`src/design/ctgc_ram.sv`:
```
// Generic simple-dual-port RAM: one write port, two registered read ports.
// No dependencies.
module ctgc_ram #(
    parameter int WIDTH = 8,
    parameter int DEPTH = 256
) (
    input  logic                     aclk,
    input  logic                     we,
    input  logic [$clog2(DEPTH)-1:0] waddr,
    input  logic [WIDTH-1:0]         wdata,
    input  logic [$clog2(DEPTH)-1:0] raddr0,
    output logic [WIDTH-1:0]         rdata0,
    input  logic [$clog2(DEPTH)-1:0] raddr1,
    output logic [WIDTH-1:0]         rdata1
);

    logic [WIDTH-1:0] mem [DEPTH];

    always_ff @(posedge aclk) begin
        if (we) begin
            mem[waddr] <= wdata;
        end
        rdata0 <= mem[raddr0];
        rdata1 <= mem[raddr1];
    end

endmodule

```
`config.mk`:
```
export PLATFORM = sky130hd
export DESIGN_NAME = ctgc_ram
export DESIGN_NICKNAME = d
export VERILOG_FILES = /design/src/design/ctgc_ram.sv
export SDC_FILE = /design/constraint.sdc
export NUM_CORES = 2
export LEC_CHECK = 0
export ABC_CLOCK_PERIOD_IN_PS = 2700
export BUFFER_PORTS_ARGS = -buffer_cell sky130_fd_sc_hd__buf_2
export CORE_UTILIZATION = 55
export CTS_CLUSTER_SIZE = 30
export DETAILED_ROUTE_END_ITERATION = 10
export MAX_ROUTING_LAYER = met4
export PLACE_DENSITY = 0.73
export SLEW_MARGIN = 20
export SYNTH_ARGS = -nofsm -noshare
export SYNTH_HDL_FRONTEND = slang
export SYNTH_SLANG_ARGS = --single-unit
```
`constraint.sdc`:
```
create_clock -name aclk -period 2.7 [get_ports aclk]
set_input_delay 0.54 -clock aclk [delete_from_list [all_inputs] [get_ports aclk]]
set_output_delay 0.54 -clock aclk [all_outputs]
set_load 0.005 [all_outputs]
```
=== Yosys cells after proc, flatten, opt, wreduce, memory -nomap -nowiden ===
Memories as Yosys holds them, arrays and structs flattened. A register that Yosys moved wholly into a read port is not among the register bits.
Index checks and enable logic that the tools add are counted.

* Output and inout bits: 16
* Input bits: 34
* Bits in writable memories: 2,048
* Logic and storage cells: 3
* Memories kept: 1
* Register bits after elaboration: 0

{| class="wikitable"
|+ Memories
! name !! words !! width !! rd ports !! clocked after Yosys merged registers in !! write ports !! RTL line !! text
|-
| mem || 256 || 8 || 2 || 2 || 1 || 17 || <nowiki>logic [WIDTH-1:0] mem [DEPTH];</nowiki>
|}

* Multiplexer cells: 2

{| class="wikitable"
|+ Operator list
! operator !! number
|-
| $mux W1 || 2
|}

=== Depth between registers and ports, before layout ===
* Depth after elaboration: 2
* Mapped depth: 12
* Mapped depth without buffers: 6

=== Worst setup path before layout ===
OpenSTA, ideal clock, no wires.

* Path kind: input -> register
* Start point: input raddr1[0]
* End point: register rdata1[0] (read register of mem)
* Data required time: 2.560 ns
* Setup time: 0.140 ns
* Buffers on the path: 3
* Stages: 9
* Arrival time: 2.441 ns
* Path slack: 0.119 ns
* Cell sequence: buf_4 > buf_6 > buf_2 > mux4_2 > mux4_2 > nand2_1 > a21oi_1 > a21oi_1 > a221oi_2

{| class="wikitable"
|+ RTL lines
! item !! RTL line !! text
|-
| start: declaration || 13 || <nowiki>input logic [$clog2(DEPTH)-1:0] raddr1,</nowiki>
|-
| end: declaration || 14 || <nowiki>output logic [WIDTH-1:0] rdata1</nowiki>
|}

==> run_results.csv <==
group,metric,value,unit
status,outcome,"finished, violations left",
status,violations,"negative setup slack",
final_layout,syn2layout_area_growth,18.2,%
clock_tree,cts_sinks,2064,
clock_tree,cts_tree,"yes",
detailed_routing,dr_total_vias,59700,
logic_synthesis,seq_area_frac_synth,0.637,
logic_synthesis,synth_area_leaders,"edfxtp_1 (63%), mux4_2 (24%), mux2i_1 (2.4%), nor2_1 (1.2%), o221ai_1 (0.59%)",
logic_synthesis,syn_nets,4881,
logic_synthesis,ys_ff_latch,2064,
logic_synthesis,synth_edf_count,2048,
worst_setup_path,crit_path_max_incr_delay,590,ps
logic_synthesis,syn_area,97000,um2
global_route,antenna_found_initial,16,
logic_synthesis,yosysMostFrequentCell,"edfxtp_1",
global_route,grt_pass1_vias,59400,
die,die_h,422,um
logic_synthesis,synth_adder_area_share,0,
global_route,met3_usage,0.0935,
global_route,grt-busiest-layer,"met2",
clock_tree,clk_path_buf_depth,3,
logic_synthesis,synth_top_family_by_area,"multiplexers",
logic_synthesis,yosys.area.top_type,"edfxtp_1",
sta,maxSlewViolCount,0,
clock_tree,path_clk_slew,60,ps
global_route,grt_max_degree,131,
worst_setup_path,critPathKind,"input port to flip-flop",
final_layout,post-route-util,0.656,
clock_tree,cts-root-buf,"clkbuf_16",
logic_synthesis,synth-xor-area-share,0,
worst_setup_path,ff2ff_path_depth,7,
sta,worst_pin_slew,1090,ps
pwr,finalPower,71.3,mW
worst_setup_path,path_cells,"buf_12 > buf_4 > buf_12 > buf_12 > buf_4 > mux4_2 > mux4_2 > a2bb2oi_1 > buf_4 > a211oi_1",
global_route,grt_use_met1,0.474,
detailed_routing,first_pass_iters,6,
detailed_routing,drt.antenna.violating_nets,0,
placed_design,dp_hpwl,215000,um
die,die_w,422,um
worst_hold_path,hold_path.class,"input port to flip-flop",
sta,setup_violations,2,
detailed_routing,wire_per_inst,37.1,um
die,rows,153,
logic_synthesis,yosysTopAreaCellShare,0.634,
worst_setup_path,critPathCapture,"rdata0[1]",
final_layout,fin_nets,5861,
die,start_util,0.555,
worst_setup_path,cp-start-kind,"input port",
pwr,p_per_area,622,nW/um2
clock_tree,clk_latency,860,ps
sta,period_minus_slack,2720,ps
worst_setup_path,worstPathMaxFanout,21,
sta,slew_headroom,0.268,
placed_design,dp_slack,-1080,ps
placed_design,io_buffer_count,49,
logic_synthesis,synth.top_cells.by_count,"edfxtp_1 (2048), mux4_2 (1051), nor2_1 (298)",
logic_synthesis,async_flop_share,0,
pwr,vdd_ir_drop_max,733,uV
worst_setup_path,crit_arrival,3440,ps
global_route,overflow,0,
clock_tree,htreeDepth,4,
worst_setup_path,r2r_start,"mem[115][1]",
worst_setup_path,cp.required,3420,ps
logic_synthesis,synth-compound-area-share,0.0354,
logic_synthesis,synth.mux.area_fraction,0.273,
detailed_routing,wl,310000,um
worst_setup_path,crit_path_start,"raddr0[0]",
sta,fin_crit_sh,1.01,
die,die-area,178000,um2
worst_setup_path,critPathSlowestCell,"mux4_2",
clock_tree,numCtsBuffers,208,
worst_setup_path,end_kind,"flip-flop",
sta,hold_viol_final,0,
sta,max_freq,368,MHz
logic_synthesis,yosys_warnings,0,
placed_design,gp_congestion,1.03,
sta,rsz0062_at_grt,"false",
global_route,met2_usage,0.521,
logic_synthesis,synth_cell_types,65,
final_layout,drive_above_1_share,0.431,
logic_synthesis,yosys.area_share.simple,0.0270,
global_route,grt_pass1_wl,438000,um
worst_setup_path,r2r_slack,-20,ps
logic_synthesis,synth_area_per_cell,20.0,um2
worst_setup_path,timing.rr.end,"rdata1[1]",
flow_run,drv_cap,0,
detailed_routing,drc,0,
die,io-pin-count,50,
pwr,leakage,38.1,nW
sta,fin_ws,-20.7,ps
sta,clock_skew,34.4,ps
die,core-area,175000,um2
global_route,grt_usage,0.361,
logic_synthesis,synthFlopType,"edfxtp_1",
logic_synthesis,syn_inst,4847,
detailed_routing,drt_iter0_markers,10300,
detailed_routing,viasPerCell,7.14,
-- worst max-delay path, delay by kind of cell --
kind                   cells  cell delay (ps)
AO/OA/AOI/OAI              2              510
multiplexers               2             1100
buffers and inverters      6             1220
-- power breakdown --
group	internal, mW	total (mW)	switching [mW]
combinational	3.14	7.08	3.95
clock	16.2	28.7	12.6
sequential	35.3	35.5	0.158
total	54.6	71.3	16.7
-- worst min-delay path by stage --
stage	from	end	slack (ps)	depth (start not counted)
2_1_floorplan	wdata[0]	mem[0][0]	640	0
4_1_cts	wdata[1]	mem[141][1]	220	1
3_3_place_gp	wdata[4]	mem[178][4]	850	1
5_1_grt	wdata[1]	mem[130][1]	240	1
6_report	wdata[1]	mem[133][1]	260	1
3_5_place_dp	wdata[4]	mem[176][4]	860	1
-- timing repair --
| action | in CTS | in global routing |
|---|---|---|
| gates resized for setup | 7 | 4 |
| buffers inserted | 0 | 0 |
| endpoints found under the setup margin | 6 | 5 |
| hold buffers | 1 | 0 |
| endpoints found under the hold margin | 9 | 0 |
-- metal layers --
metal	vias to the layer above	part of all wire
li1	23100	-
met1	30900	0.34
met2	4813	0.45
met3	898	0.14
met4	0	0.063
met5	-	0
-- placed cells by master (no fill, tap or decap), types with 16 or more instances in the layout --
cell type,n
nor3_1,19
a211oi_1,25
clkinv_2,42
nand3_1,52
o22ai_1,47
a221oi_1,31
bufinv_16,19
mux4_2,1051
edfxtp_1,2048
o221ai_1,65
a22o_1,22
clkbuf_1,31
nand2_1,114
buf_2,32
buf_4,980
clkbuf_16,210
dfxtp_1,16
mux2i_1,236
o21ai_0,34
mux2_2,38
nor2b_1,25
clkinv_1,51
a22oi_1,61
buf_12,138
diode_2,27
nor2_1,298
a21oi_1,79
-- logic make-up (layout without fill, tap and decap cells) --
kind of cell | after synthesis | after routing
buffers and inverters | 401 | 1556
other | 0 | 27
multiplexers | 1325 | 1325
flip-flops | 2064 | 2064
AND/OR/NAND/NOR | 591 | 591
AO/OA/AOI/OAI | 466 | 466
-- layout make-up --
cell class                      instances  area, um2
Clock buffer                          245       5430
Timing Repair Buffer                 1165      10500
Antenna cell                           27       67.6
Fill cell                           11300      60000
Inverter                                6       26.3
Sequential cell                      2064      61800
Clock inverter                        140       1280
Multi-Input combinational cell       2382      32600
Tap cell                             2325       2910
-- stage by stage --
step	area (um2)	instances	TNS, ps	hold slack, ps
6_report	115000	8354	-36.7	257
5_1_grt	115000	8343	0	240
3_3_place_gp	108000	7941	-12520	851
2_1_floorplan	97000	4847	0	639
4_1_cts	114000	8327	0	217
3_5_place_dp	108000	7941	-12690	856
-- flip-flops by register name, summed over array words and instances (netlist names) --
name / count
rdata0: 8
rdata1: 8
mem: 2048
(Power assumes the default switching activity.)
