**src/design/ctgc_fifo.sv**
```systemverilog
// Small show-ahead FIFO between the load front end and the check engine.
// No package dependencies.
module ctgc_fifo #(
    parameter int WIDTH = 16,
    parameter int DEPTH = 4
) (
    input  logic             aclk,
    input  logic             aresetn,
    input  logic             push,
    input  logic [WIDTH-1:0] din,
    output logic             full,
    input  logic             pop,
    output logic [WIDTH-1:0] dout,
    output logic             empty
);

    localparam int PW = (DEPTH > 1) ? $clog2(DEPTH) : 1;
    localparam int CW = $clog2(DEPTH + 1);

    logic [WIDTH-1:0] slot_reg [DEPTH];
    logic [PW-1:0]    wr_ptr_reg, wr_ptr_next;
    logic [PW-1:0]    rd_ptr_reg, rd_ptr_next;
    logic [CW-1:0]    count_reg, count_next;

    assign full  = (count_reg == CW'(DEPTH));
    assign empty = (count_reg == '0);
    assign dout  = slot_reg[rd_ptr_reg];

    always_comb begin
        wr_ptr_next = wr_ptr_reg;
        rd_ptr_next = rd_ptr_reg;
        count_next  = count_reg;
        if (push) begin
            wr_ptr_next = (wr_ptr_reg == PW'(DEPTH - 1)) ? '0 : wr_ptr_reg + PW'(1);
        end
        if (pop) begin
            rd_ptr_next = (rd_ptr_reg == PW'(DEPTH - 1)) ? '0 : rd_ptr_reg + PW'(1);
        end
        if (push && !pop) begin
            count_next = count_reg + CW'(1);
        end else if (pop && !push) begin
            count_next = count_reg - CW'(1);
        end
    end

    always_ff @(posedge aclk) begin
        if (!aresetn) begin
            wr_ptr_reg <= '0;
            rd_ptr_reg <= '0;
            count_reg  <= '0;
        end else begin
            wr_ptr_reg <= wr_ptr_next;
            rd_ptr_reg <= rd_ptr_next;
            count_reg  <= count_next;
        end
    end

    always_ff @(posedge aclk) begin
        if (push) begin
            slot_reg[wr_ptr_reg] <= din;
        end
    end

`ifndef SYNTHESIS
    a_no_push_full: assert property (@(posedge aclk) disable iff (!aresetn)
        push |-> !full) else $error("queue written while full");
    a_no_pop_empty: assert property (@(posedge aclk) disable iff (!aresetn)
        pop |-> !empty) else $error("queue read while empty");
`endif

endmodule

```
**config.mk**
```make
export PLATFORM = sky130hd
export DESIGN_NAME = ctgc_fifo
export DESIGN_NICKNAME = d
export VERILOG_FILES = /design/src/design/ctgc_fifo.sv
export SDC_FILE = /design/constraint.sdc
export NUM_CORES = 1
export LEC_CHECK = 0
export BUFFER_PORTS_ARGS = -buffer_cell sky130_fd_sc_hd__buf_2
export CORE_UTILIZATION = 45
export DETAILED_ROUTE_END_ITERATION = 8
export SYNTH_ARGS = -nofsm -noshare
export SYNTH_HDL_FRONTEND = slang
export SYNTH_SLANG_ARGS = --single-unit
```
**constraint.sdc**
```tcl
create_clock -name aclk -period 2.1 [get_ports aclk]
set_input_delay 0.21 -clock aclk [delete_from_list [all_inputs] [get_ports aclk]]
set_output_delay 0.21 -clock aclk [all_outputs]
set_load 0.01 [all_outputs]
```
==> After elaboration in Yosys (flattened, before gate mapping) <==
Memories as Yosys holds them, arrays and structs flattened. A register that Yosys moved wholly into a read port is not among the register bits.
Index checks and enable logic that the tools add are counted.
{ "classes": {"n_eq_ne": 3, "add_sub_neg": 4, "mux": 8, "n_reduce_logical": 6} }
{ "ops": {"columns": ["op", "n"], "rows": [
  ["$mux 2", 4],
  ["$mux 3", 2],
  ["$add 2x1->2 const B", 2],
  ["$eq 2x2->1 const B", 2],
  ["$add 3x1->3 const B", 1],
  ["$eq 3x3->1 const B", 1],
  ["$logic_not 3->1", 1],
  ["$sub 3x1->3 const B", 1],
  ["$logic_and 1x1->1", 2],
  ["$logic_not 1->1", 2],
  ["$mux 1", 2],
  ["$reduce_bool 2->1", 1]
]} }
{ "word_totals": {"inputBits": 20, "n_memories": 1, "output_inout_bits": 18, "wordCells": 25, "ff_bits": 7, "ram_bits": 64} }
{ "mem_list": {"columns": ["name", "depth", "word_bits", "rd", "rd_ports_with_merged_regs", "write_ports", "line_no", "rtl"], "rows": [
  ["slot_reg", 4, 16, 1, 1, 1, "20", "logic [WIDTH-1:0] slot_reg [DEPTH];"]
]} }

==> Depth between registers and ports, before layout <==
{ "logic_depth": {"ltp_word": 4, "depth_mapped": 7, "ltp_nobuf": 7} }

==> Worst setup path before layout <==
OpenSTA, ideal clock, no wires.
{ "synth_timing": {"path_type": "input port to flip-flop", "startpoint": "input pop", "endpoint": "register count_reg[2]", "setup_ns": 0.076, "path_buffers": 0, "setup_slack_ns": 0.611, "path_stages": 7, "arrival_ns": 1.414, "path_cell_list": "inv_1 ha_1 inv_1 fa_1 xor2_1 or3_1 a21boi_0"} }
{ "synth_between": {"elab_chain_cells": 3} }
{ "synth_lines": {"columns": ["item", "line_no", "rtl"], "rows": [
  ["start: declaration", "12", "input logic pop,"],
  ["$logic_not 1->1", "39", "if (push && !pop) begin"],
  ["$logic_and 1x1->1", "39", null],
  ["$mux 3 / $reduce_bool 2->1 (equally long branches)", null, null],
  ["end signal: assignment", "54", "count_reg <= count_next;"],
  ["end: declaration", "23", "logic [CW-1:0] count_reg, count_next;"]
]} }
Parallel ways exist; a longest one is shown, timed or not.
A chain may end at the register's enable or synchronous reset.

==> run_results.csv <==
group,metric,value,unit
pwr,power_density,882,nW/um2
synth,synthXorXnorAreaFrac,0.00625,
routing,dr.first_iter.drc_count,36,
synth,ys_top_cells_by_area,"edfxtp_1, mux4_2, dfxtp_1, mux4_1, ha_1",
clocking,clock_path_buffers,2,
clocking,ctsHoldBuffers,0,
layout,fillers,505,
clocking,cts_buffers,9,
placement,gp_congestion,0.658,
floorplan,die_area,6550,um2
floorplan,ioPinCount,38,
synth,yosysTopAreaCellShare,0.685,
pwr,combPwrFrac,0.106,
clocking,h-tree-depth,3,
placement,portBuffers,37,
pwr,ir_worst_vdd,0.000484,V
critical_path,arrival,1.72,ns
pwr,p_leak,0.00115,uW
synth,synth_fa_ha_area_frac,0.0339,
clocking,clk-insertion-delay-late,0.32,ns
routing,vias,1309,
timing,whs,0.0979,ns
timing,setup_viol,0,
global_routing,antenna_found_initial,0,
timing,max_freq,518,MHz
floorplan,core,5960,um2
layout,drive_gt1_frac,0.344,
routing,viasPerCell,5.13,
timing,tns,0,ns
clocking,cts_root_buf,"clkbuf_8",
synth,async_reset_ff_frac,0,
synth,synth_compound_area_frac,0.00714,
synth,ys.flop_type,"edfxtp_1",
synth,synth_top_cell_by_area,"edfxtp_1",
clocking,cts_setup_buffers,0,
timing,final_hold_viol_count,0,
global_routing,top_usage_layer,"met2",
worst_hold_path,hp-class,"primary input to flop",
global_routing,use_met2,0.257,
timing,drv_slew,0,
synth,avgSynthCellArea,21.9,um2
pwr,clkPwrFrac,0.301,
synth,ys_types,22,
synth,syn_inst,128,
synth,synthSimpleGateAreaFrac,0.0321,
floorplan,die_h,80.9,um
timing,skew,0.00262,ns
routing,drtPass1Iterations,4,
synth,synth.most_common_cell,"edfxtp_1",
critical_path,crit_fanout,16,
placement,post-dp-hpwl,2.77,mm
timing,fin_crit_sh,0.919,
clocking,cts.clk_slew.worst_paths,0.07,ns
global_routing,grt_pass1_vias,1398,
synth,netlist_top_cells_count,"edfxtp_1, mux4_2, dfxtp_1",
clocking,cts-resized-gates,0,
global_routing,grt_pass1_wl,6.96,mm
pwr,p_int,2210,uW
floorplan,start_util,0.471,
global_routing,grt_usage,0.155,
timing,rsz0062_at_grt,"false",
synth,synth-seq-cells,73,
layout,antenna_cells,0,
critical_path,worstPathRequired,1.89,ns
layout,largest_register_ffs,64,
layout,area_growth,14.9,%
status,outcome,"finished clean",
synth,seq_area_frac_synth,0.750,
synth,syn_nets,155,
critical_path,endpoint_kind,"output port",
pwr,p_switching,634,uW
synth,synth_warnings,0,
routing,postRouteWirelength,4.33,mm
clocking,cts_tree,"built",
floorplan,rows,28,
synth,synthesis.area,2800,um2
global_routing,grt_start_max_net_pins,17,
timing,slew_headroom,0.405,
job,max_cap_violations,0,
layout,final_nets,203,
synth,muxShareOfSynthArea,0.151,
floorplan,die_w,80.9,um
routing,wl_per_cell,17.0,um
timing,tightestPinTransition,0.892,ns
synth,synth_edf_count,64,
pwr,power_frac_seq,0.593,
global_routing,met3_usage,0.0315,
clocking,clkSinkCount,73,
critical_path,critPathKind,"flop to output port",
pwr,p_sw_frac,0.223,
synth,synth_top_family_by_area,"multiplexers",
global_routing,grt_overflow,0,
routing,drc,0,
routing,drt.antenna.violating_nets,0,
timing,min_period,1.93,ns
critical_path,start_kind,"flop",
global_routing,use_met1,0.190,
==> final cells by class <==
| cell class | count | area (um2) | area share |
|---|---|---|---|
| Sequential cell | 73 | 2100 | 0.652 |
| Multi-Input combinational cell | 47 | 646 | 0.200 |
| Timing Repair Buffer | 41 | 215 | 0.0668 |
| Clock buffer | 10 | 128 | 0.0396 |
| Tap cell | 75 | 93.8 | 0.0291 |
| Clock inverter | 5 | 23.8 | 0.00738 |
| Inverter | 4 | 15.0 | 0.00466 |
==> worst max-delay path, cell delays in order (launching register included) <==
cell and delay [ns]:
dfxtp_1 0.31, buf_4 0.30, mux4_1 0.62, buf_2 0.16
==> cells by family (layout without fill, tap and decap cells) <==
kind of cell	count (synthesis)	count (layout)
xor+xnor	2	2
compound gates	3	3
flops	73	73
buf+inv	8	60
mux	20	20
simple gates	15	15
fa+ha+maj	7	7
==> metrics by stage <==
| stage | area [um2] | total power, uW | utilization | cells | setup slack, ns |
|---|---|---|---|---|---|
| floorplan | 2800 | 1900 | - | 128 | 0.611 |
| global placement | 3070 | 2010 | 0.516 | 240 | 0.453 |
| detailed placement | 3070 | 2030 | 0.516 | 240 | 0.321 |
| CTS | 3220 | 2880 | 0.541 | 255 | 0.114 |
| global route | 3220 | 2970 | 0.541 | 255 | 0.0552 |
| finish | 3220 | 2840 | 0.541 | 255 | 0.171 |
==> routing by layer <==
layer,vias up,share of wire
met5,-,0
met4,0,0.011
met3,5,0.043
met2,27,0.52
met1,666,0.42
li1,611,-
==> final timing paths <==
path | startpoint | to | slack [ns] | cells past startpoint
worst max-delay path | flop | dout[9] | 0.17 | 3
worst min-delay path | din[1] | slot_reg[0][1] | 0.1 | 1
worst max register to register | wr_ptr_reg[0] | slot_reg[0][4] | 0.42 | 3
worst min register to register | count_reg[2] | count_reg[2] | 0.54 | 2
==> power by group through the flow <==
| stage | combinational, uW | clock (uW) | sequential (uW) |
|---|---|---|---|
| after floorplan | 196 | 0 | 1710 |
| after global placement | 295 | 0 | 1710 |
| after detailed placement | 310 | 0 | 1720 |
| after CTS | 311 | 888 | 1690 |
| after global routing | 338 | 942 | 1690 |
| final | 303 | 855 | 1680 |
==> cell usage in the layout, fill, tap and decap left out, types with 2 or more instances in the layout <==
master / instances
clkbuf_8: 9
mux2i_1: 4
and2_1: 5
edfxtp_1: 64
dfxtp_1: 9
inv_1: 4
clkinv_1: 3
mux4_1: 6
nor3_1: 2
buf_2: 37
buf_4: 4
mux4_2: 10
nor2b_1: 5
ha_1: 6
Note: power is estimated with default switching activity, not from simulation.
