`config.mk`:
```
export PLATFORM = sky130hd
export DESIGN_NAME = ctgc_back
export DESIGN_NICKNAME = d
export VERILOG_FILES = /design/src/design/ctgc_pkg.sv /design/src/design/ctgc_back.sv
export SDC_FILE = /design/constraint.sdc
export NUM_CORES = 1
export LEC_CHECK = 0
export BUFFER_PORTS_ARGS = -buffer_cell sky130_fd_sc_hd__buf_2
export CAP_MARGIN = 20
export CORE_MARGIN = 5
export CORE_UTILIZATION = 50
export DETAILED_ROUTE_END_ITERATION = 6
export GPL_ROUTABILITY_DRIVEN = 1
export PLACE_DENSITY = 0.76
export SLEW_MARGIN = 20
export SYNTH_ARGS = -nofsm -noshare
export SYNTH_HDL_FRONTEND = slang
export SYNTH_SLANG_ARGS = --single-unit
```
`constraint.sdc`:
```
create_clock -name aclk -period 8.4 [get_ports aclk]
set_clock_uncertainty 0.2 [all_clocks]
set_input_delay 0.84 -clock aclk [delete_from_list [all_inputs] [get_ports aclk]]
set_output_delay 0.84 -clock aclk [all_outputs]
set_load 0.05 [all_outputs]
```
`src/design/ctgc_pkg.sv`:
```
// Shared definitions for the Cayley table group check block.
// Holds the fixed field widths, verdict codes and the queue control struct.
// No dependencies.
package ctgc_pkg;

    localparam int ENTRY_W = 8;
    localparam int ORDER_W = 7;
    localparam int CODE_W  = 3;

    localparam logic [CODE_W-1:0] FAIL_NONE     = 3'd0;
    localparam logic [CODE_W-1:0] FAIL_CLOSURE  = 3'd1;
    localparam logic [CODE_W-1:0] FAIL_ASSOC    = 3'd2;
    localparam logic [CODE_W-1:0] FAIL_IDENTITY = 3'd3;
    localparam logic [CODE_W-1:0] FAIL_INVERSE  = 3'd4;

    // Control bits that travel with each table write through the queue.
    typedef struct packed {
        logic last;  // final entry of the table
        logic bad;   // some entry of this table fell outside 1..n
    } wr_ctl_t;

endpackage

```
`src/design/ctgc_back.sv`:
```
// Check engine: drains queued writes into the table RAM, then walks the
// associativity, identity and inverse tests and registers the verdict.
// Depends on ctgc_pkg; drives the ports of a ctgc_ram instance.
module ctgc_back #(
    parameter int MAX_ORDER = 64
) (
    input  logic                                  aclk,
    input  logic                                  aresetn,
    input  logic [$clog2(MAX_ORDER+1)-1:0]         n,
    input  logic                                  q_empty,
    output logic                                  q_pop,
    input  logic [$clog2(MAX_ORDER*MAX_ORDER)-1:0] q_addr,
    input  logic [$clog2(MAX_ORDER)-1:0]           q_data,
    input  ctgc_pkg::wr_ctl_t                      q_ctl,
    output logic                                  ram_we,
    output logic [$clog2(MAX_ORDER*MAX_ORDER)-1:0] ram_waddr,
    output logic [$clog2(MAX_ORDER)-1:0]           ram_wdata,
    output logic [$clog2(MAX_ORDER*MAX_ORDER)-1:0] ram_raddr0,
    input  logic [$clog2(MAX_ORDER)-1:0]           ram_rdata0,
    output logic [$clog2(MAX_ORDER*MAX_ORDER)-1:0] ram_raddr1,
    input  logic [$clog2(MAX_ORDER)-1:0]           ram_rdata1,
    output logic                                  m_valid,
    input  logic                                  m_ready,
    output logic                                  m_is_group,
    output logic [ctgc_pkg::CODE_W-1:0]            m_fail_code
);

    import ctgc_pkg::*;

    localparam int EW = $clog2(MAX_ORDER);
    localparam int NW = $clog2(MAX_ORDER + 1);
    localparam int AW = $clog2(MAX_ORDER * MAX_ORDER);

    localparam logic [2:0] ST_IDLE  = 3'd0;
    localparam logic [2:0] ST_AS_IJ = 3'd1;
    localparam logic [2:0] ST_AS_IW = 3'd2;
    localparam logic [2:0] ST_AS_P0 = 3'd3;
    localparam logic [2:0] ST_AS_P1 = 3'd4;
    localparam logic [2:0] ST_ID    = 3'd5;
    localparam logic [2:0] ST_INV   = 3'd6;
    localparam logic [2:0] ST_OUT   = 3'd7;

    logic [2:0]        state_reg, state_next;
    logic [EW-1:0]     i_reg, i_next;
    logic [NW-1:0]     j_reg, j_next;
    logic [NW-1:0]     k_reg, k_next;
    logic [AW-1:0]     base_i_reg, base_i_next;
    logic [AW-1:0]     base_j_reg, base_j_next;
    logic [AW-1:0]     base_ij_reg, base_ij_next;
    logic [EW-1:0]     exp_reg, exp_next;
    logic [EW-1:0]     jd_reg, jd_next;
    logic              pend_reg, pend_next;
    logic [EW-1:0]     id_reg, id_next;
    logic [CODE_W-1:0] code_reg, code_next;
    logic              m_valid_reg;
    logic              m_is_group_reg;
    logic [CODE_W-1:0] m_fail_code_reg;
    logic              out_load;
    logic [AW-1:0]     n_aw;
    logic              i_last;
    logic              j_last;

    assign n_aw   = AW'(n);
    assign i_last = (i_reg == EW'(n - NW'(1)));
    assign j_last = (j_reg == (n - NW'(1)));

    assign ram_waddr = q_addr;
    assign ram_wdata = q_data;

    always_comb begin
        state_next   = state_reg;
        i_next       = i_reg;
        j_next       = j_reg;
        k_next       = k_reg;
        base_i_next  = base_i_reg;
        base_j_next  = base_j_reg;
        base_ij_next = base_ij_reg;
        exp_next     = exp_reg;
        jd_next      = jd_reg;
        pend_next    = pend_reg;
        id_next      = id_reg;
        code_next    = code_reg;
        q_pop        = 1'b0;
        ram_we       = 1'b0;
        ram_raddr0   = '0;
        ram_raddr1   = '0;
        out_load     = 1'b0;

        case (state_reg)
            ST_IDLE: begin
                if (!q_empty) begin
                    q_pop  = 1'b1;
                    ram_we = 1'b1;
                    if (q_ctl.last) begin
                        i_next      = '0;
                        j_next      = '0;
                        base_i_next = '0;
                        base_j_next = '0;
                        if (q_ctl.bad) begin
                            code_next  = FAIL_CLOSURE;
                            state_next = ST_OUT;
                        end else begin
                            state_next = ST_AS_IJ;
                        end
                    end
                end
            end
            ST_AS_IJ: begin
                ram_raddr0 = base_i_reg + AW'(j_reg);
                state_next = ST_AS_IW;
            end
            ST_AS_IW: begin
                base_ij_next = AW'(ram_rdata0) * n_aw;
                k_next       = '0;
                state_next   = ST_AS_P0;
            end
            ST_AS_P0: begin
                // compare (ij)k against i(jk) of the previous k
                if ((k_reg != '0) && (ram_rdata0 != exp_reg)) begin
                    code_next  = FAIL_ASSOC;
                    state_next = ST_OUT;
                end else if (k_reg == n) begin
                    if (j_last) begin
                        j_next      = '0;
                        base_j_next = '0;
                        if (i_last) begin
                            i_next      = '0;
                            base_i_next = '0;
                            pend_next   = 1'b0;
                            state_next  = ST_ID;
                        end else begin
                            i_next      = i_reg + EW'(1);
                            base_i_next = base_i_reg + n_aw;
                            state_next  = ST_AS_IJ;
                        end
                    end else begin
                        j_next      = j_reg + NW'(1);
                        base_j_next = base_j_reg + n_aw;
                        state_next  = ST_AS_IJ;
                    end
                end else begin
                    ram_raddr0 = base_j_reg + AW'(k_reg);
                    ram_raddr1 = base_ij_reg + AW'(k_reg);
                    state_next = ST_AS_P1;
                end
            end
            ST_AS_P1: begin
                ram_raddr0 = base_i_reg + AW'(ram_rdata0);
                exp_next   = ram_rdata1;
                k_next     = k_reg + NW'(1);
                state_next = ST_AS_P0;
            end
            ST_ID: begin
                if (pend_reg && ((ram_rdata0 != jd_reg) || (ram_rdata1 != jd_reg))) begin
                    if (i_last) begin
                        code_next  = FAIL_IDENTITY;
                        state_next = ST_OUT;
                    end else begin
                        // drop this candidate, try the next row
                        i_next      = i_reg + EW'(1);
                        base_i_next = base_i_reg + n_aw;
                        j_next      = '0;
                        base_j_next = '0;
                        pend_next   = 1'b0;
                    end
                end else if (j_reg == n) begin
                    id_next     = i_reg;
                    i_next      = '0;
                    base_i_next = '0;
                    j_next      = '0;
                    base_j_next = '0;
                    pend_next   = 1'b0;
                    state_next  = ST_INV;
                end else begin
                    ram_raddr0  = base_i_reg + AW'(j_reg);
                    ram_raddr1  = base_j_reg + AW'(i_reg);
                    jd_next     = EW'(j_reg);
                    pend_next   = 1'b1;
                    j_next      = j_reg + NW'(1);
                    base_j_next = base_j_reg + n_aw;
                end
            end
            ST_INV: begin
                if (pend_reg && (ram_rdata0 == id_reg) && (ram_rdata1 == id_reg)) begin
                    if (i_last) begin
                        code_next  = FAIL_NONE;
                        state_next = ST_OUT;
                    end else begin
                        i_next      = i_reg + EW'(1);
                        base_i_next = base_i_reg + n_aw;
                        j_next      = '0;
                        base_j_next = '0;
                        pend_next   = 1'b0;
                    end
                end else if (j_reg == n) begin
                    code_next  = FAIL_INVERSE;
                    state_next = ST_OUT;
                end else begin
                    ram_raddr0  = base_i_reg + AW'(j_reg);
                    ram_raddr1  = base_j_reg + AW'(i_reg);
                    pend_next   = 1'b1;
                    j_next      = j_reg + NW'(1);
                    base_j_next = base_j_reg + n_aw;
                end
            end
            ST_OUT: begin
                // hold the verdict until the output register frees up
                if (!m_valid_reg || m_ready) begin
                    out_load   = 1'b1;
                    state_next = ST_IDLE;
                end
            end
            default: begin
                state_next = ST_IDLE;
            end
        endcase
    end

    always_ff @(posedge aclk) begin
        if (!aresetn) begin
            state_reg   <= ST_IDLE;
            pend_reg    <= 1'b0;
            m_valid_reg <= 1'b0;
        end else begin
            state_reg <= state_next;
            pend_reg  <= pend_next;
            if (out_load) begin
                m_valid_reg <= 1'b1;
            end else if (m_ready) begin
                m_valid_reg <= 1'b0;
            end
        end
    end

    always_ff @(posedge aclk) begin
        i_reg       <= i_next;
        j_reg       <= j_next;
        k_reg       <= k_next;
        base_i_reg  <= base_i_next;
        base_j_reg  <= base_j_next;
        base_ij_reg <= base_ij_next;
        exp_reg     <= exp_next;
        jd_reg      <= jd_next;
        id_reg      <= id_next;
        code_reg    <= code_next;
        if (out_load) begin
            m_is_group_reg  <= (code_reg == FAIL_NONE);
            m_fail_code_reg <= code_reg;
        end
    end

    assign m_valid     = m_valid_reg;
    assign m_is_group  = m_is_group_reg;
    assign m_fail_code = m_fail_code_reg;

`ifndef SYNTHESIS
    a_verdict_consistent: assert property (@(posedge aclk) disable iff (!aresetn)
        m_valid_reg |-> (m_is_group_reg == (m_fail_code_reg == FAIL_NONE)))
        else $error("verdict flag and code disagree");
    a_pop_only_idle: assert property (@(posedge aclk) disable iff (!aresetn)
        q_pop |-> (state_reg == ST_IDLE))
        else $error("queue drained while a check runs");
    a_identity_in_range: assert property (@(posedge aclk) disable iff (!aresetn)
        (state_reg == ST_INV) |-> (NW'(id_reg) < n))
        else $error("identity index beyond order");
`endif

endmodule

```
[After elaboration in Yosys (flattened, before gate mapping)]
Cells that the tools add are included.
Widths: inputs -> output; s select.
Cells by class
  add/sub/neg operators: 11
  multipliers: 1
  eq/ne operators: 32
  mux-type cells: 95
  bitwise operators: 2
  reduce and logical (&&, ||, !) cells: 22
Operator list (number)
  $mux 12: 28
  $pmux 12 s4: 2
  $mux 7: 10
  $mux 3: 22
  $add 12x7->12: 5
  $mux 6: 10
  $pmux 12 s5: 1
  $pmux 12 s3: 1
  $pmux 7 s4: 1
  $add 12x6->12: 2
  $ne 2x2->1 const B: 12
  $pmux 6 s4: 1
  $eq 7x7->1: 3
  $pmux 3 s7: 1
  $eq 6x6->1: 3
  $ne 6x6->1: 3
  $mux 1: 15
  $add 7x1->7 const B: 2
  $pmux 7 s2: 1
  $eq 3x3->1 const B: 4
  $mul 6x7->12: 1
  $ne 3x3->1 const B: 4
  $pmux 3 s4: 1
  $reduce_and 6->1: 2
  other kinds (19): 28
Word-level totals
  register bits after elaboration: 86
  input bits: 43
  output and inout port bits: 49

[Longest topological paths before layout]
  depth in word-level cells: 7
  depth in mapped cells: 17
  mapped depth without buffers: 15

[Worst setup path after synthesis]
Ideal clock, no wire load.
  kind: input to output
  start: in ram_rdata0[1]
  end: out ram_raddr0[10]
  arrival: 4.245 ns
  required time: 7.360 ns
  setup slack: 3.115 ns
  cell stages on the path: 10
  buffers on the path: 1
  cells stage by stage: clkbuf_1 > inv_1 > fa_1 > nor2b_1 > o31ai_1 > a21oi_1 > a22oi_1 > nor2_1 > a21oi_1 > o311ai_0
On the way
  word-level cells in the longest chain between the ends: 5
  elaborated cells between the ends (all ways): 13
  classes of those cells: add/sub: 1; eq/ne: 3; mux: 4; reduce/logical: 5
RTL lines
  from (decl): line ctgc_back.sv:19  | input logic [$clog2(MAX_ORDER)-1:0] ram_rdata0,
  branches (longest 4 deep; another with $add 12x6->12)
  $pmux 12 s5 *: line ctgc_back.sv:89  | case (state_reg)
  to (decl): line ctgc_back.sv:18  | output logic [$clog2(MAX_ORDER*MAX_ORDER)-1:0] ram_raddr0,
Mark *: on every way between the ends.

[Worst setup path after layout]
  start: in ram_rdata0[2]
  end: out ram_raddr0[10]
Same word-level chain as after synthesis.

==> results.md <==
* Outcome: complete, but fails checks
* Violations in the final reports: DRC
* Largest stage delay on the critical path at 780 ps
* Worst min-delay path category: reg -> reg
* Average cell area after synthesis at 9.07 µm²
* Starting utilization of the core area at 50.5%
* Final wirelength at 24400 µm
* Htree depth at 3
* Maximum clock frequency at 0.197 GHz
* Sequential Power Share at 27.7%
* Global-route wire length before repair at 38600 µm
* Number of design-rule violations left by the first detailed-router iteration at 802
* Synth Area in Adders at 16.8%
* Final weighted congestion in routability-driven placement at 0.943
* Post-Synthesis Cells at 952
* Time the final worst path needs with I/O delays and setup at 5090 ps
* Critical path data arrival time at 4050 ps
* Clock latency reported for the late side of the worst-skew pair at 360 ps
* Maximum Capacitance Violations at 0
* Average via count per standard cell at 6.17
* Critical path class: in -> out
* Tightest Pin Transition at 992 ps
* Site Rows at 48
* Ranking of synthesized cells by area: edfxtp_1 (28%), ha_1 (11%), fa_1 (6.3%), xnor2_1 (5.1%), xor2_1 (4.7%)
* Post-synth EDFFs at 81
* Switching Power at 1760 µW
* Core outline area at 0.0171 mm²
* Remaining antenna violation count after routing at 0
* Leakage power summed over all cells at 0.00372 µW
* Critical Path Sink Type: output port
* Die width at 141 µm
* Slowest stage cell, crit path: a21oi_1
* Die Span Y at 141 µm
* Synth area leader: edfxtp_1
* Data required time of the critical path at 7360 ps
* Vias in the first global route at 6942
* Clock sink total at 86
* Number of optimization iterations in the first detailed-route pass at 7
* Area enclosed by the die boundary at 0.0200 mm²
* Async SR Flop Fraction at 0%
* Worst hold-check slack at 258 ps
* Count of boundary I/O pins at 92
* Highest ir drop seen on vdd at 0.206 mV
* Sequential fraction of the synthesis area at 29.3%
* Worst R2R Setup Slack at 4520 ps
* Fraction of layout cells with a size suffix above 1 at 9.63%
* Accumulated negative setup slack at 0 ps
* Clock-pin slew reported for the worst setup and hold paths after clock tree synthesis at 80 ps
* CP delay by family, top: compound AO/OA/AOI/OAI gates
* Total of fill cells in the finished design at 1550
* Pins over their slew limit at 0
* Crit path cell chain: buf_2, or3_1, a211oi_1, a31oi_1, nand2b_1, a21oi_1, a21oi_1, o311ai_0, buf_2
* Number of buffers added to fix hold violations after cts at 0
* Number of hold violations in the final report at 0
* Routed length per placed instance at 20.5 µm
* Cell area after synthesis at 0.00864 mm²
* Internal at 1670 µW
* Portion of netlist area occupied by mux cells at 0.869%
* N_diodes at 0
* Startpoint class of the critical path: input port
* Largest driver fanout on the critical path at 13
* Dominant combinational cell family by area after synthesis: compound AO/OA/AOI/OAI gates
* Input/output buffers at 55
* Post-detailed-route DRC marker count at 1
* Final setup violating endpoints at 0
* Largest net degree at the start of global routing at 24
* Number of warning messages in the yosys log at 0
* Root buf cell: clkbuf_16
* Antenna violations before repair at 0
* Period utilisation layout at 60.5%
* Gr usage total at 24.8%
* Fraction of power consumed by combinational cells at 60.3%
* Number of distinct library cells after synthesis at 72
* Syn nets at 1095
* Nets@finish at 1104
* Post-synthesis simple-gate area fraction at 16.9%
* HPWL reported at the end of detailed placement at 18700 µm
* Number of buffer and inverter stages on the critical path at 2
* Number of buffers on the longest clock path at 2
* Cells resized by post-CTS repair at 0
* Power density relative to cell area at 373 mW/mm²
* Setup repair bufs after CTS at 0
* Sw frac at 51.4%
* Primary FF master, synth: edfxtp_1
* Area fraction in compound gates after synthesis at 19.5%
* Area fraction of the dominant cell type after synthesis at 28.2%
* RSZ-0062 raised after global routing: false
* Congestion Overflow GR at 0
* #FFs+latches synth at 86
* Area added between synthesis and finish at 6.45%
* Post-Synth XOR/XNOR Area at 9.99%
* TritonCTS clock tree: done
* Portion of total power attributed to the clock network at 12.0%
* Via count at 7351
* Number of CTS-inserted buffers at 9
* Total Power at 3430 µW
* Slew Limit Headroom at 33.1%
layout by cell type, fill, tap and decap left out, drive strengths merged, types with 4 or more instances in the layout:
cell and instances:
o221ai 6, nand4 4, o211ai 12, a21o 15
ha 73, a22oi 4, a22o 10, nand2 60
clkbuf 9, xnor2 50, and2 34, a21oi 57
o31ai 4, a21boi 6, or2 6, fa 27
and3 14, nor2b 13, mux2 4, o21ai 50
a211oi 11, o21a 12, o21bai 9, nor3 15
xor2 46, a31oi 9, or3 19, nor4 4
nor2 59, buf 58, inv 70, nand3 32
dfxtp 5, o22ai 17, edfxtp 81, nand2b 16
area by class of cell:
class,instances,area (µm²),share of cell area [%]
timing repair buffer,58,298,3.24
clock inverter,7,72.6,0.789
inverter,66,248,2.69
multi-input combinational,740,5540,60.2
clock buffer,9,225,2.45
tap,225,282,3.06
sequential,86,2530,27.5
cell usage after synthesis, types with 6 or more instances:
master	count
a211oi_1	11
a21boi_0	6
a21o_1	15
a21oi_1	57
a22o_1	10
a31oi_1	9
and2_1	34
and3_1	14
buf_4	20
clkbuf_1	31
edfxtp_1	81
fa_1	27
ha_1	73
inv_1	65
nand2_1	60
nand2b_1	16
nand3_1	32
nor2_1	59
nor2b_1	13
nor3_1	15
o211ai_1	12
o21a_1	12
o21ai_0	50
o21bai_1	9
o221ai_1	6
o22ai_1	17
or3_1	18
xnor2_1	50
xor2_1	46
routing by layer:
layer,track usage (%),wire [µm],vias to the layer above
met5,0,0,-
met1,33.8,10000,3483
li1,-,-,3444
met4,9.19,951,0
met2,38.6,11100,364
met3,6.17,2340,60
kinds of logic (layout without fill, tap and decap cells):
group                      count (synthesis)  after routing
and+or+nand+nor                          285            285
AOI/OAI and AO/OA                        251            251
buffers and inverters                    126            140
adders and majority gates                100            100
xor gates and xnor gates                  97             97
DFF                                       86             86
muxes                                      7              7
power groups by stage:
stage               Combinational, µW  Clock (µW)  Sequential, µW
global placement                 2020           0             947
global route                     2260         440             972
CTS                              2050         419             942
detailed placement               2030           0             951
floorplan                        1610           0             817
finish                           2070         413             950
worst paths after layout:
path	startpoint	endpoint	cells after the start
hold reg to reg	code_reg[0]	m_fail_code[0]	0
setup reg to reg	i_reg[2]	i_reg[2]	7
hold / removal	code_reg[0]	m_fail_code[0]	0
setup / recovery	ram_rdata0[2]	ram_raddr0[10]	9
stage by stage:
stage | cell area, µm² | cells | utilization [%] | setup WS (ps)
final | 9200 | 1191 | 53.7 | 3310
after floorplan | 8640 | 952 | - | 3120
after global placement | 8890 | 1175 | 52.0 | 3410
after CTS | 9190 | 1191 | 53.7 | 3430
after detailed placement | 8890 | 1175 | 52.0 | 3380
after global routing | 9200 | 1191 | 53.7 | 3160
(Power assumes the default switching activity.)
