--- src/design/ctgc_pkg.sv ---
// Shared definitions for the Cayley table group check block.
// Holds the fixed field widths, verdict codes and the queue control struct.
// No dependencies.
package ctgc_pkg;

    localparam int ENTRY_W = 8;
    localparam int ORDER_W = 7;
    localparam int CODE_W  = 3;

    localparam logic [CODE_W-1:0] FAIL_NONE     = 3'd0;
    localparam logic [CODE_W-1:0] FAIL_CLOSURE  = 3'd1;
    localparam logic [CODE_W-1:0] FAIL_ASSOC    = 3'd2;
    localparam logic [CODE_W-1:0] FAIL_IDENTITY = 3'd3;
    localparam logic [CODE_W-1:0] FAIL_INVERSE  = 3'd4;

    // Control bits that travel with each table write through the queue.
    typedef struct packed {
        logic last;  // final entry of the table
        logic bad;   // some entry of this table fell outside 1..n
    } wr_ctl_t;

endpackage

--- src/design/ctgc_front.sv ---
// Load front end: accepts table entries, range-checks them and queues writes.
// Depends on ctgc_pkg.
module ctgc_front #(
    parameter int MAX_ORDER = 64
) (
    input  logic                                  aclk,
    input  logic                                  aresetn,
    input  logic                                  cfg_clear,
    input  logic [$clog2(MAX_ORDER+1)-1:0]         n,
    input  logic                                  s_valid,
    output logic                                  s_ready,
    input  logic [ctgc_pkg::ENTRY_W-1:0]           s_entry,
    output logic                                  q_push,
    input  logic                                  q_full,
    output logic [$clog2(MAX_ORDER*MAX_ORDER)-1:0] q_addr,
    output logic [$clog2(MAX_ORDER)-1:0]           q_data,
    output ctgc_pkg::wr_ctl_t                      q_ctl
);

    import ctgc_pkg::*;

    localparam int EW = $clog2(MAX_ORDER);
    localparam int NW = $clog2(MAX_ORDER + 1);
    localparam int AW = $clog2(MAX_ORDER * MAX_ORDER);

    logic [EW-1:0] col_reg, col_next;
    logic [EW-1:0] row_reg, row_next;
    logic [AW-1:0] load_count_reg, load_count_next;
    logic          bad_reg, bad_next;
    logic [EW-1:0] n_m1;
    logic          accept;
    logic          range_bad;
    logic          last;

    assign n_m1      = EW'(n - NW'(1));
    assign s_ready   = !q_full;
    assign accept    = s_valid && s_ready;
    assign range_bad = (s_entry == '0) || (int'(s_entry) > int'(n));
    assign last      = (col_reg == n_m1) && (row_reg == n_m1);

    assign q_push   = accept;
    assign q_addr   = load_count_reg;
    assign q_data   = range_bad ? '0 : EW'(s_entry - ENTRY_W'(1));
    assign q_ctl.last = last;
    assign q_ctl.bad  = bad_reg || range_bad;

    always_comb begin
        col_next        = col_reg;
        row_next        = row_reg;
        load_count_next = load_count_reg;
        bad_next        = bad_reg;
        if (cfg_clear) begin
            col_next        = '0;
            row_next        = '0;
            load_count_next = '0;
            bad_next        = 1'b0;
        end else if (accept) begin
            if (last) begin
                // start the next table
                col_next        = '0;
                row_next        = '0;
                load_count_next = '0;
                bad_next        = 1'b0;
            end else begin
                load_count_next = load_count_reg + AW'(1);
                bad_next        = q_ctl.bad;
                if (col_reg == n_m1) begin
                    col_next = '0;
                    row_next = row_reg + EW'(1);
                end else begin
                    col_next = col_reg + EW'(1);
                end
            end
        end
    end

    always_ff @(posedge aclk) begin
        if (!aresetn) begin
            col_reg        <= '0;
            row_reg        <= '0;
            load_count_reg <= '0;
            bad_reg        <= 1'b0;
        end else begin
            col_reg        <= col_next;
            row_reg        <= row_next;
            load_count_reg <= load_count_next;
            bad_reg        <= bad_next;
        end
    end

endmodule

--- config.mk ---
export PLATFORM = sky130hd
export DESIGN_NAME = ctgc_front
export DESIGN_NICKNAME = d
export VERILOG_FILES = /design/src/design/ctgc_pkg.sv /design/src/design/ctgc_front.sv
export SDC_FILE = /design/constraint.sdc
export NUM_CORES = 1
export LEC_CHECK = 0
export ABC_CLOCK_PERIOD_IN_PS = 2600
export BUFFER_PORTS_ARGS = -buffer_cell sky130_fd_sc_hd__buf_2
export CORE_MARGIN = 10
export CORE_UTILIZATION = 57
export DETAILED_ROUTE_END_ITERATION = 8
export PLACE_DENSITY = 0.89
export SETUP_SLACK_MARGIN = 0.4
export SLEW_MARGIN = 20
export SYNTH_ARGS = -nofsm -noshare
export SYNTH_HDL_FRONTEND = slang
export SYNTH_SLANG_ARGS = --single-unit
--- constraint.sdc ---
create_clock -name aclk -period 2.6 [get_ports aclk]
set_clock_uncertainty 0.05 [all_clocks]
set_input_delay 0.26 -clock aclk [delete_from_list [all_inputs] [get_ports aclk]]
set_output_delay 0.26 -clock aclk [all_outputs]
set_load 0.05 [all_outputs]
After elaboration in Yosys (flattened, before gate mapping):

Index checks and enable logic that the tools add are counted.

* flip-flop bits (word level): 25
* memory bits (read-only): 0
* RAM bits: 0
* memories kept: 0
* output and inout port bits: 22
* latch bits: 0

* divide/modulo/power cells: 0
* equal/unequal tests: 2
* $lt $le $gt $ge: 1
* multipliers: 0
* muxes and demuxes: 7
* bitwise gates (word level): 1
* add/subtract/negate cells: 5
* reductions and logical operators: 9
* shifts and indexed selects: 0

Operator list (count)
* $mux W6: 5
* $add A12 B1 Y12 const B: 1
* $add A6 B1 Y6 const B: 2
* $eq A6 B6 Y1: 2
* $mux W12: 1
* $sub A6 B1 Y6 const B: 2
* $gt A8 B7 Y1: 1
* $logic_not A8 Y1: 1
* $logic_and A1 B1 Y1: 2
* $logic_or A1 B1 Y1: 2
* $reduce_and A2 Y1: 1
* $reduce_bool A2 Y1: 1
* $reduce_or A2 Y1: 1
* $logic_not A1 Y1: 1
* $mux W1: 1
* $not A1 Y1: 1

Depth between registers and ports, before layout:

Gate-level depths: netlist (run 1).

* word-level depth: 5
* depth in mapped cells: 9
* gate-level depth less buffers: 8

Worst setup path after synthesis (run 1):

No wires, ideal clock.

* path type: in2reg
* start: input q_full
* end: register col_reg[5]
* stages: 8
* arrival time: 2.161 ns
* required time: 2.433 ns
* slack: 0.271 ns
* library setup time: 0.117 ns
* buffers on the path: 1
* path through: inv_1 -> nand2_1 -> inv_1 -> clkbuf_1 -> nand4_1 -> nor2_1 -> xnor2_1 -> nor2_1

* word-level cells in the longest chain between the ends: 2

RTL lines
* from (decl): line ctgc_front.sv:14 `input logic q_full,`
* $logic_not A1 Y1: line ctgc_front.sv:36 `assign s_ready = !q_full;`
* $logic_and A1 B1 Y1: line ctgc_front.sv:37 `assign accept = s_valid && s_ready;`
* named net q_push: line ctgc_front.sv:13 `output logic q_push,`
* to (signal assigned): line ctgc_front.sv:84 `col_reg <= col_next;`
* to (decl): line ctgc_front.sv:26 `logic [EW-1:0] col_reg, col_next;`

The timed path passes the listed nets, and every way through them passes these cells.
A chain may end at the register's enable or synchronous reset.

Worst setup path in the final report (run 1):

* start: input n[5]
* end: output q_data[0]

* word-level cells in the longest chain between the ends: 3

RTL lines
* from (decl): line ctgc_front.sv:9 `input logic [$clog2(MAX_ORDER+1)-1:0] n,`
* $gt A8 B7 Y1: line ctgc_front.sv:38 `assign range_bad = (s_entry == '0) || (int'(s_entry) > int'(n));`
* $logic_or A1 B1 Y1: line ctgc_front.sv:38
* $mux W6: line ctgc_front.sv:43 `assign q_data = range_bad ? '0 : EW'(s_entry - ENTRY_W'(1));`
* to (decl): line ctgc_front.sv:16 `output logic [$clog2(MAX_ORDER)-1:0] q_data,`

Every way passes these cells.

==> results of run 1 <==
==> critical path, delay by kind of cell <==
| family | cells | cell delay (ns) |
|---|---|---|
| AO/OA/AOI/OAI | 3 | 0.57 |
| AND/OR/NAND/NOR | 2 | 0.28 |
| buffers and inverters | 3 | 0.52 |
| adder cells (fa/ha/maj) | 1 | 0.27 |
==> logic make-up after synthesis <==
logic type | count (synthesis) | synth area share
adders and majority gates | 13 | 0.09414
xor gates and xnor gates | 41 | 0.2122
muxes | 1 | 0.005793
DFF | 25 | 0.2896
and+or+nand+nor | 90 | 0.2781
buffers and inverters | 17 | 0.04345
AOI/OAI and AO/OA | 15 | 0.07677
==> through the flow <==
| stage | instance area [µm²] | hold slack, ns | setup WS (ns) |
|---|---|---|---|
| 2_1_floorplan | 1729 | 0.3793 | 0.4037 |
| 3_3_place_gp | 1961 | 0.4007 | 0.2660 |
| 3_5_place_dp | 1961 | 0.4038 | 0.1307 |
| 4_1_cts | 2076 | 0.2416 | 0.3694 |
| 5_1_grt | 2243 | 0.2527 | 0.3593 |
| 6_report | 2243 | 0.2426 | 0.3784 |
==> how the worst max path moves through the flow <==
| stage | startpoint | endpoint | slack, ns | cells after the start |
|---|---|---|---|---|
| floorplan | n[1] | q_data[2] | 0.40 | 7 |
| global placement | n[0] | q_ctl[1] | 0.27 | 9 |
| detailed placement | n[0] | q_ctl[1] | 0.13 | 9 |
| CTS | n[0] | q_ctl[1] | 0.37 | 8 |
| global route | n[5] | q_data[0] | 0.36 | 9 |
| finish | n[5] | q_data[0] | 0.38 | 9 |
==> synthesized netlist by cell type (all sizes together) (2+ instances only) <==
master / number / area [µm²]
nand2: 18 / 67.56
o21ai: 2 / 21.27
clkbuf: 2 / 7.510
xor2: 21 / 183.9
a21oi: 2 / 10.01
nor2b: 2 / 12.51
nand3: 7 / 35.03
dfxtp: 25 / 500.5
ha: 13 / 162.7
and3: 4 / 30.03
nor3: 3 / 37.53
buf: 2 / 18.77
nand4: 12 / 90.09
inv: 13 / 48.80
xnor2: 20 / 182.7
nor2: 37 / 151.4
==> timing repair <==
action / 4_1_cts / 5_1_grt
endpoints found under the setup margin: 2 / 8
endpoints found under the hold margin: 0 / 0
cloned: 0 / 0
gates resized for setup: 19 / 28
pin swaps: 6 / 10
buffers inserted: 4 / 3
==> cell type report <==
cell class | instances | area (µm²)
flip-flops and latches | 25 | 501.7
fillers | 189 | 585.6
inverters | 13 | 48.80
well taps | 31 | 38.79
clock inverters | 1 | 7.507
repair buffers | 50 | 339.1
clock buffers | 3 | 22.52
multi-input cells | 160 | 1285
==> routing by layer <==
layer | vias to the layer above | wire, µm | track usage
met2 | 53 | 2567 | 0.2638
met5 | - | 0 | 0
li1 | 776 | - | -
met3 | 17 | 195 | 0.02760
met1 | 779 | 1931 | 0.1613
met4 | 0 | 121 | 0.04412
==> power by group through the flow <==
stage | Sequential, mW | Clock, mW | Combinational [mW]
after floorplan | 0.397 | 0 | 0.136
after global placement | 0.396 | 0 | 0.187
after detailed placement | 0.395 | 0 | 0.190
after CTS | 0.387 | 0.185 | 0.215
after global routing | 0.388 | 0.195 | 0.276
final | 0.387 | 0.177 | 0.259
==> flow_metrics.tcl, run 1 <==
set metrics [dict create \
    status "finished clean" \
    diodes 0 \
    dpl.hpwl_um 3137 \
    ys_seq_elements 25 \
    rr_worst_depth 9 \
    drv_cap 0 \
    cp.arrival_ns 1.91 \
    clkTransAtPathRegs_ns 0.13 \
    comb_power_share 0.314 \
    worst_pin_slew_ns 0.5802 \
    cts_made_buffers 3 \
    first_global_vias 1502 \
    via_per_inst 5.742 \
    htreeDepth 1 \
    hp-class "input pin to register" \
    netSwitchingFraction 0.3305 \
    layout_common_cells "buf_2 (31), nor2_1 (26), dfxtp_1 (24)" \
    final_util 0.7930 \
    drive_above_1_share 0.3492 \
    fp-row-count 19 \
    seq_power_share 0.471 \
    async_reset_ff_frac 0 \
    die-area_um2 5634 \
    fp.dieW_um 75.06 \
    drc 0 \
    start_util 0.6108 \
    timing.rr.end "row_reg[5]" \
    ir_worst_vdd_mv 0.2873 \
    cts_tree "built" \
    r2r_slack_ns 0.53 \
    rsz0062_at_grt "false" \
    syn_inst 202 \
    synth-seq-area-share 0.2896 \
    internal_power_uw 550.7 \
    grt_max_degree 18 \
    fin_crit_ns 2.222 \
    synth_nets 235 \
    syn2layout_area_growth_pct 29.83 \
    totalPowerFinal_uw 822.6 \
    gp_congestion 0.8800 \
    crit_top_cell "buf_2" \
    antenna_left 0 \
    finalCritPeriodShare 0.8545 \
    ctsHoldBuffers 0 \
    synth.distinct_cells 42 \
    die_h_um 75.06 \
    synth_area_um2 1728 \
    drtIter0Drc 144 \
    port_buffers 41 \
    slowest_delay_ns 0.31 \
    vias 1625 \
    crit_path_top_delay_cell "a211o_1" \
    setup_violations 0 \
    hold_end "q_addr[0]" \
    total_leakage_power_nw 0.9308 \
    grt_antenna_before_repair 0 \
    cp.required_ns 2.29 \
    start_kind "input pin" \
    layout_commonest_cell "buf_2" \
    track_usage 0.1432 \
    grt_pass1_wl_um 6541 \
    clock_path_buffers 2 \
    core_um2 2829 \
    slew_headroom 0.6124 \
    clock-root-buffer "clkbuf_4" \
    syn-mean-instance-area_um2 8.554 \
    wire_per_inst_um 17.01 \
    path_class "input pin to output pin" \
    synth_ff_type "dfxtp_1" \
    drt_wl_total_um 4815 \
    powerDensity_nw_per_um2 366.7 \
    hold_viol_final 0 \
    worstReg2RegStart "col_reg[3]" \
    cp_cell_sequence "buf_2 > inv_1 > ha_4 > nand4_1 > o22ai_2 > a31oi_1 > a211o_1 > nor2_1 > buf_2" \
    synth_edf_count 0 \
    max_freq_mhz 450.1 \
    io_pins 42 \
    setup_tns_ns 0 \
    crit_fanout 5 \
    cts_sinks 25 \
    ys_warn_count 0 \
    final_cells 283 \
    grt-ovfl-total 0 \
    hold_path.startpoint "s_valid" \
    largest_register_ffs 12 \
    placedCellCount 272 \
    min_path_cells 4 \
    clk_latency_ns 0.32 \
    p_switching_uw 271.8 \
    fin_nets 286 \
    first_pass_iters 4 \
    finalMaxSlewViolations 0 \
    endpoint_kind "output pin" \
    clockPowerShare 0.215 \
]
(Power assumes the default switching activity.)
==> run 2: changes to the inputs <==
Settings changed: GPL_TIMING_DRIVEN from default to 0.
==> run 2 against run 1 <==
Critical path depth is 1 higher. Sequential power hardly changed. Critical path type unchanged. Flip-flop and latch count stayed put. Maximum frequency is 4.4% higher. Highest routed layer unchanged. Total power is 1.9% lower. Global-route usage hardly changed. Cell area is 0.50% lower. Register-to-register slack better by 0.09 ns. Combinational power is 9.7% lower. Die area stayed put. Via count is 3.1% lower. Count of clock-buffer cells in the layout stayed put.
==> flow_metrics.tcl, run 2 (same netlist as run 1, synthesis figures left out) <==
set metrics [dict create \
    wire_per_inst_um 15.54 \
    via_per_inst 5.450 \
    finalCritPeriodShare 0.8186 \
    die_h_um 75.06 \
    fin_nets 292 \
    cp.arrival_ns 1.82 \
    drt_wl_total_um 4492 \
    first_global_vias 1533 \
    endpoint_kind "output pin" \
    total_leakage_power_nw 0.9510 \
    groute.layer.met1.usage 0.1624 \
    grt_antenna_before_repair 0 \
    drc 0 \
    cts_tree "built" \
    setup_violations 0 \
    cts_sinks 25 \
    powerDensity_nw_per_um2 361.6 \
    clk_latency_ns 0.33 \
    cp.required_ns 2.29 \
    path_class "input pin to output pin" \
    hold_viol_final 0 \
    ctsHoldBuffers 0 \
    fin_crit_ns 2.128 \
    drtIter0Drc 98 \
    grt_pass1_wl_um 6561 \
    clock-root-buffer "clkbuf_4" \
    first_pass_iters 4 \
    grt_max_degree 16 \
    start_kind "input pin" \
    ir_worst_vdd_mv 0.3273 \
    drv_cap 0 \
    fp-row-count 19 \
    fp.dieW_um 75.06 \
    clkTransAtPathRegs_ns 0.14 \
    antenna_left 0 \
    pre_cts_ws_ns 0.06978 \
    start_util 0.6108 \
    finalMaxSlewViolations 0 \
    layout_common_cells "buf_2 (36), nor2_1 (31), dfxtp_1 (21)" \
    setup_tns_ns 0 \
    dpl.hpwl_um 3110 \
    slew_headroom 0.7720 \
    grt-ovfl-total 0 \
    drive_above_1_share 0.3566 \
    htreeDepth 1 \
    core_um2 2829 \
    vias 1575 \
    die-area_um2 5634 \
    gp_congestion 0.8518 \
    status "finished clean" \
    r2r_slack_ns 0.62 \
    hp-class "input pin to register" \
    clock_path_buffers 2 \
    largest_register_ffs 12 \
    track_usage 0.1427 \
    syn2layout_area_growth_pct 29.18 \
    use_met3 0.02760 \
    top_usage_layer "met2" \
    port_buffers 41 \
    max_freq_mhz 469.8 \
    fin_ws_ns 0.4717 \
    cts_made_buffers 3 \
    diodes 0 \
    crit_fanout 5 \
    grt_use_met2 0.2695 \
    layout_commonest_cell "buf_2" \
    io_pins 42 \
    rsz0062_at_grt "false" \
    worst_pin_slew_ns 0.3372 \
]
==> run 2: layout make-up <==
cell class	count	area, µm²
plain buffers	4	27.53
repair buffers	52	319.1
multi-input cells	160	1262
clock inverters	1	7.507
clock buffers	3	22.52
inverters	13	48.80
well taps	31	38.79
fillers	184	596.8
flip-flops and latches	25	505.5
==> run 2: metrics by stage <==
step | total power, mW | instance area (µm²) | cells | hold slack [ns] | utilization
global placement | 0.5824 | 1973 | 274 | 0.3964 | 0.6975
detailed placement | 0.5854 | 1973 | 274 | 0.4113 | 0.6975
floorplan | 0.5333 | 1729 | 202 | 0.3793 | -
finish | 0.8072 | 2232 | 289 | 0.2370 | 0.7890
CTS | 0.7769 | 2076 | 281 | 0.2391 | 0.7337
global route | 0.8403 | 2232 | 289 | 0.2809 | 0.7890
==> run 2: metal layers <==
metal  vias to the layer above  part of all wire
li1                        791                 -
met1                       727              0.43
met2                        51              0.52
met3                         6             0.049
met4                         0            0.0047
met5                         -                 0
==> run 2: path summary, 6_finish.rpt <==
kind              startpoint         end  cells past startpoint
setup reg to reg  row_reg[2]   q_addr[9]                      8
hold reg to reg      bad_reg     bad_reg                      2
hold / removal       s_valid  col_reg[1]                      4
setup / recovery        n[0]    q_ctl[1]                     10
==> run 2: power breakdown <==
| group | total, mW | internal [mW] | leakage [nW] | switching, mW |
|---|---|---|---|---|
| logic | 0.234 | 0.0944 | 0.733 | 0.139 |
| clock network | 0.186 | 0.0590 | 0.0139 | 0.127 |
| registers | 0.387 | 0.385 | 0.204 | 0.00231 |
| total | 0.807 | 0.538 | 0.951 | 0.269 |
==> run 2: what timing repair did <==
action                     4_1_cts  5_1_grt
resized for setup               14       19
setup endpoints to repair        2        8
setup buffers                    3        8
pin swaps                        5       11
==> run 2: critical path, cell delays in order <==
cell	delay, ns
buf_4	0.14
inv_2	0.06
ha_4	0.18
xor2_4	0.16
xor2_1	0.14
nor4_1	0.28
nand3_1	0.16
nor2_2	0.17
buf_4	0.13
buf_8	0.13
==> run 3: changes to the inputs <==
Settings changed: ABC_CLOCK_PERIOD_IN_PS 2600 to 2100, CORE_UTILIZATION 57 to 53, PLACE_DENSITY 0.89 to 0.84.
Clock period 2.6 ns to 2.1 ns, I/O delays scaled along.
==> run 3 against run 2 <==
The run now ends with negative setup slack left. Cell area up 27%. First-iteration DRC count grew to 2.8 times the previous value. Die area increased by 5.5%. Via count grew 28%. Worst hold slack improved by 0.053 ns. Register-to-register slack got worse by 0.77 ns. Critical path depth fell by 4. Count of clock-buffer cells in the layout unchanged. Critical path type is now register to output pin. Critical endpoint unchanged.
==> flow_metrics.tcl, run 3 (same netlist as run 1, synthesis figures left out) <==
set metrics [dict create \
    cts_made_buffers 3 \
    failed_checks "negative setup slack" \
    die-area_um2 5944 \
    grt_pass1_wl_um 9708 \
    r2r_slack_ns -0.15 \
    cp.arrival_ns 2.08 \
    htreeDepth 1 \
    hold_viol_final 0 \
    finalCritPeriodShare 1.112 \
    dpl.hpwl_um 3269 \
    start_util 0.5614 \
    placed_area_um2 2185 \
    status "finished with violations" \
    cts_tree "built" \
    grt-ovfl-total 0 \
    clk_latency_ns 0.34 \
    pre_cts_ws_ns -0.2076 \
    clock-root-buffer "clkbuf_4" \
    finalMaxSlewViolations 0 \
    worst-path-buf-inv 2 \
    wire_per_inst_um 25.32 \
    ctsHoldBuffers 0 \
    fp-row-count 20 \
    path_class "register to output pin" \
    port_buffers 41 \
    crit_path_top_delay_cell "nor4_1" \
    largest_register_ffs 12 \
    worst_pin_slew_ns 0.6220 \
    io_pins 42 \
    netSwitchingFraction 0.3591 \
    clock_path_buffers 2 \
    hold_end "q_addr[0]" \
    min_path_cells 4 \
    clkTransAtPathRegs_ns 0.16 \
    drive_above_1_share 0.5129 \
    top_layer "met4" \
    vias 2016 \
    hold_path.startpoint "s_valid" \
    die_h_um 77.10 \
    antenna_left 0 \
    endpoint_kind "output pin" \
    diodes 0 \
    cp.required_ns 1.84 \
    fin_ws_ns -0.2350 \
    core_um2 3078 \
    hp-class "input pin to register" \
    timing.rr.end "row_reg[4]" \
    fin_nets 305 \
    setup_violations 17 \
    slowest_delay_ns 0.46 \
    fin_crit_ns 2.335 \
    grt_max_degree 17 \
    track_usage 0.1984 \
    setup_tns_ns -1.602 \
    grt_antenna_before_repair 0 \
    drt_wl_total_um 7977 \
    internal_power_uw 769.0 \
    ir_worst_vdd_mv 0.5097 \
    layout_common_cells "xor2_1 (19), nor2_1 (19), buf_2 (19)" \
    fp.dieW_um 77.10 \
    via_per_inst 6.400 \
    drc 0 \
    totalPowerFinal_mw 1.200 \
    comb_power_share 0.399 \
    first_pass_iters 7 \
    crit_fanout 5 \
    syn2layout_area_growth_pct 64.52 \
    final_area_um2 2843 \
    drtIter0Drc 271 \
    cp_top_family "simple AND/OR/NAND/NOR gates" \
    cp_cell_sequence "xnor2_2 > nor4_1 > nand3_1 > nor2_4 > buf_6 > buf_8" \
    total_leakage_power_nw 1.127 \
    seq_power_share 0.396 \
    rr_worst_depth 8 \
    worstReg2RegStart "row_reg[0]" \
    rsz0062_at_grt "true" \
    gp_congestion 0.8532 \
    p_switching_uw 430.9 \
    multi_input_area_um2 1473 \
    clockPowerShare 0.205 \
    first_global_vias 1887 \
    drv_cap 0 \
    cts_sinks 25 \
    wl_met3_um 688 \
    wl_met2_um 3774 \
    max_freq_mhz 428.3 \
    slew_headroom 0.5854 \
    met1_length_um 2760 \
    powerDensity_nw_per_um2 422.1 \
    fillers 120 \
    regArea_um2 519.2 \
    start_kind "register" \
]
run 3: changes by cell type in the layout (fill, tap and decap cells not counted), moves of 5 or more:
cell / before / now
buf_2: 36 / 19
buf_6: 2 / 14
nor2_1: 31 / 19
buf_8: 2 / 11
nor2_4: 0 / 9
buf_12: 0 / 6
inv_1: 9 / 4
run 3: area by class of cell:
class,count,share of cell area
Clock buffer,3,0.007923
Clock inverter,1,0.003081
Buffer,4,0.01188
Timing Repair Buffer,65,0.2262
Inverter,13,0.03081
Sequential cell,25,0.1827
Multi-Input combinational cell,160,0.5180
Tap cell,44,0.01937
run 3: what timing repair did:
action / in CTS / in global routing
resized for setup: 86 / 27
setup buffers: 18 / 5
endpoints found under the hold margin: 0 / 0
endpoints found under the setup margin: 32 / 30
pin swaps: 33 / 11
cloned: 1 / 0
run 3: how the worst max path moves through the flow:
stage,startpoint,end,slack (ns),cells after the start
floorplan,n[5],q_ctl[0],0.30,7
global placement,n[0],q_ctl[1],-0.21,10
detailed placement,n[0],q_ctl[1],-0.21,10
CTS,row_reg[2],q_ctl[1],0.1,6
global route,row_reg[0],q_ctl[1],-0.20,6
finish,row_reg[0],q_ctl[1],-0.24,6
run 3: routing by layer:
layer | global-route usage | up-vias
li1 | - | 818
met1 | 0.1925 | 924
met2 | 0.3727 | 191
met3 | 0.05594 | 83
met4 | 0.1004 | 0
met5 | 0 | -
run 3: metrics by stage:
step,std cells,hold WS (ns),utilization
6_report,315,0.2898,0.9236
5_1_grt,315,0.3070,0.9236
4_1_cts,310,0.2023,0.8748
3_5_place_dp,287,0.4296,0.7098
3_3_place_gp,287,0.4016,0.7098
2_1_floorplan,202,0.3881,-
run 3: worst min-delay path, cell delays in order:
cell and delay, ns:
buf_2 0.07, nand2_1 0.14, nand3_1 0.14, o31ai_1 0.07
run 3: power by group through the flow:
stage          clock network (mW)  logic, mW  registers, mW
5_1_grt                     0.251      0.489          0.475
6_report                    0.246      0.479          0.475
3_3_place_gp                    0      0.286          0.490
2_1_floorplan                   0      0.208          0.492
4_1_cts                     0.241      0.403          0.475
3_5_place_dp                    0      0.296          0.490
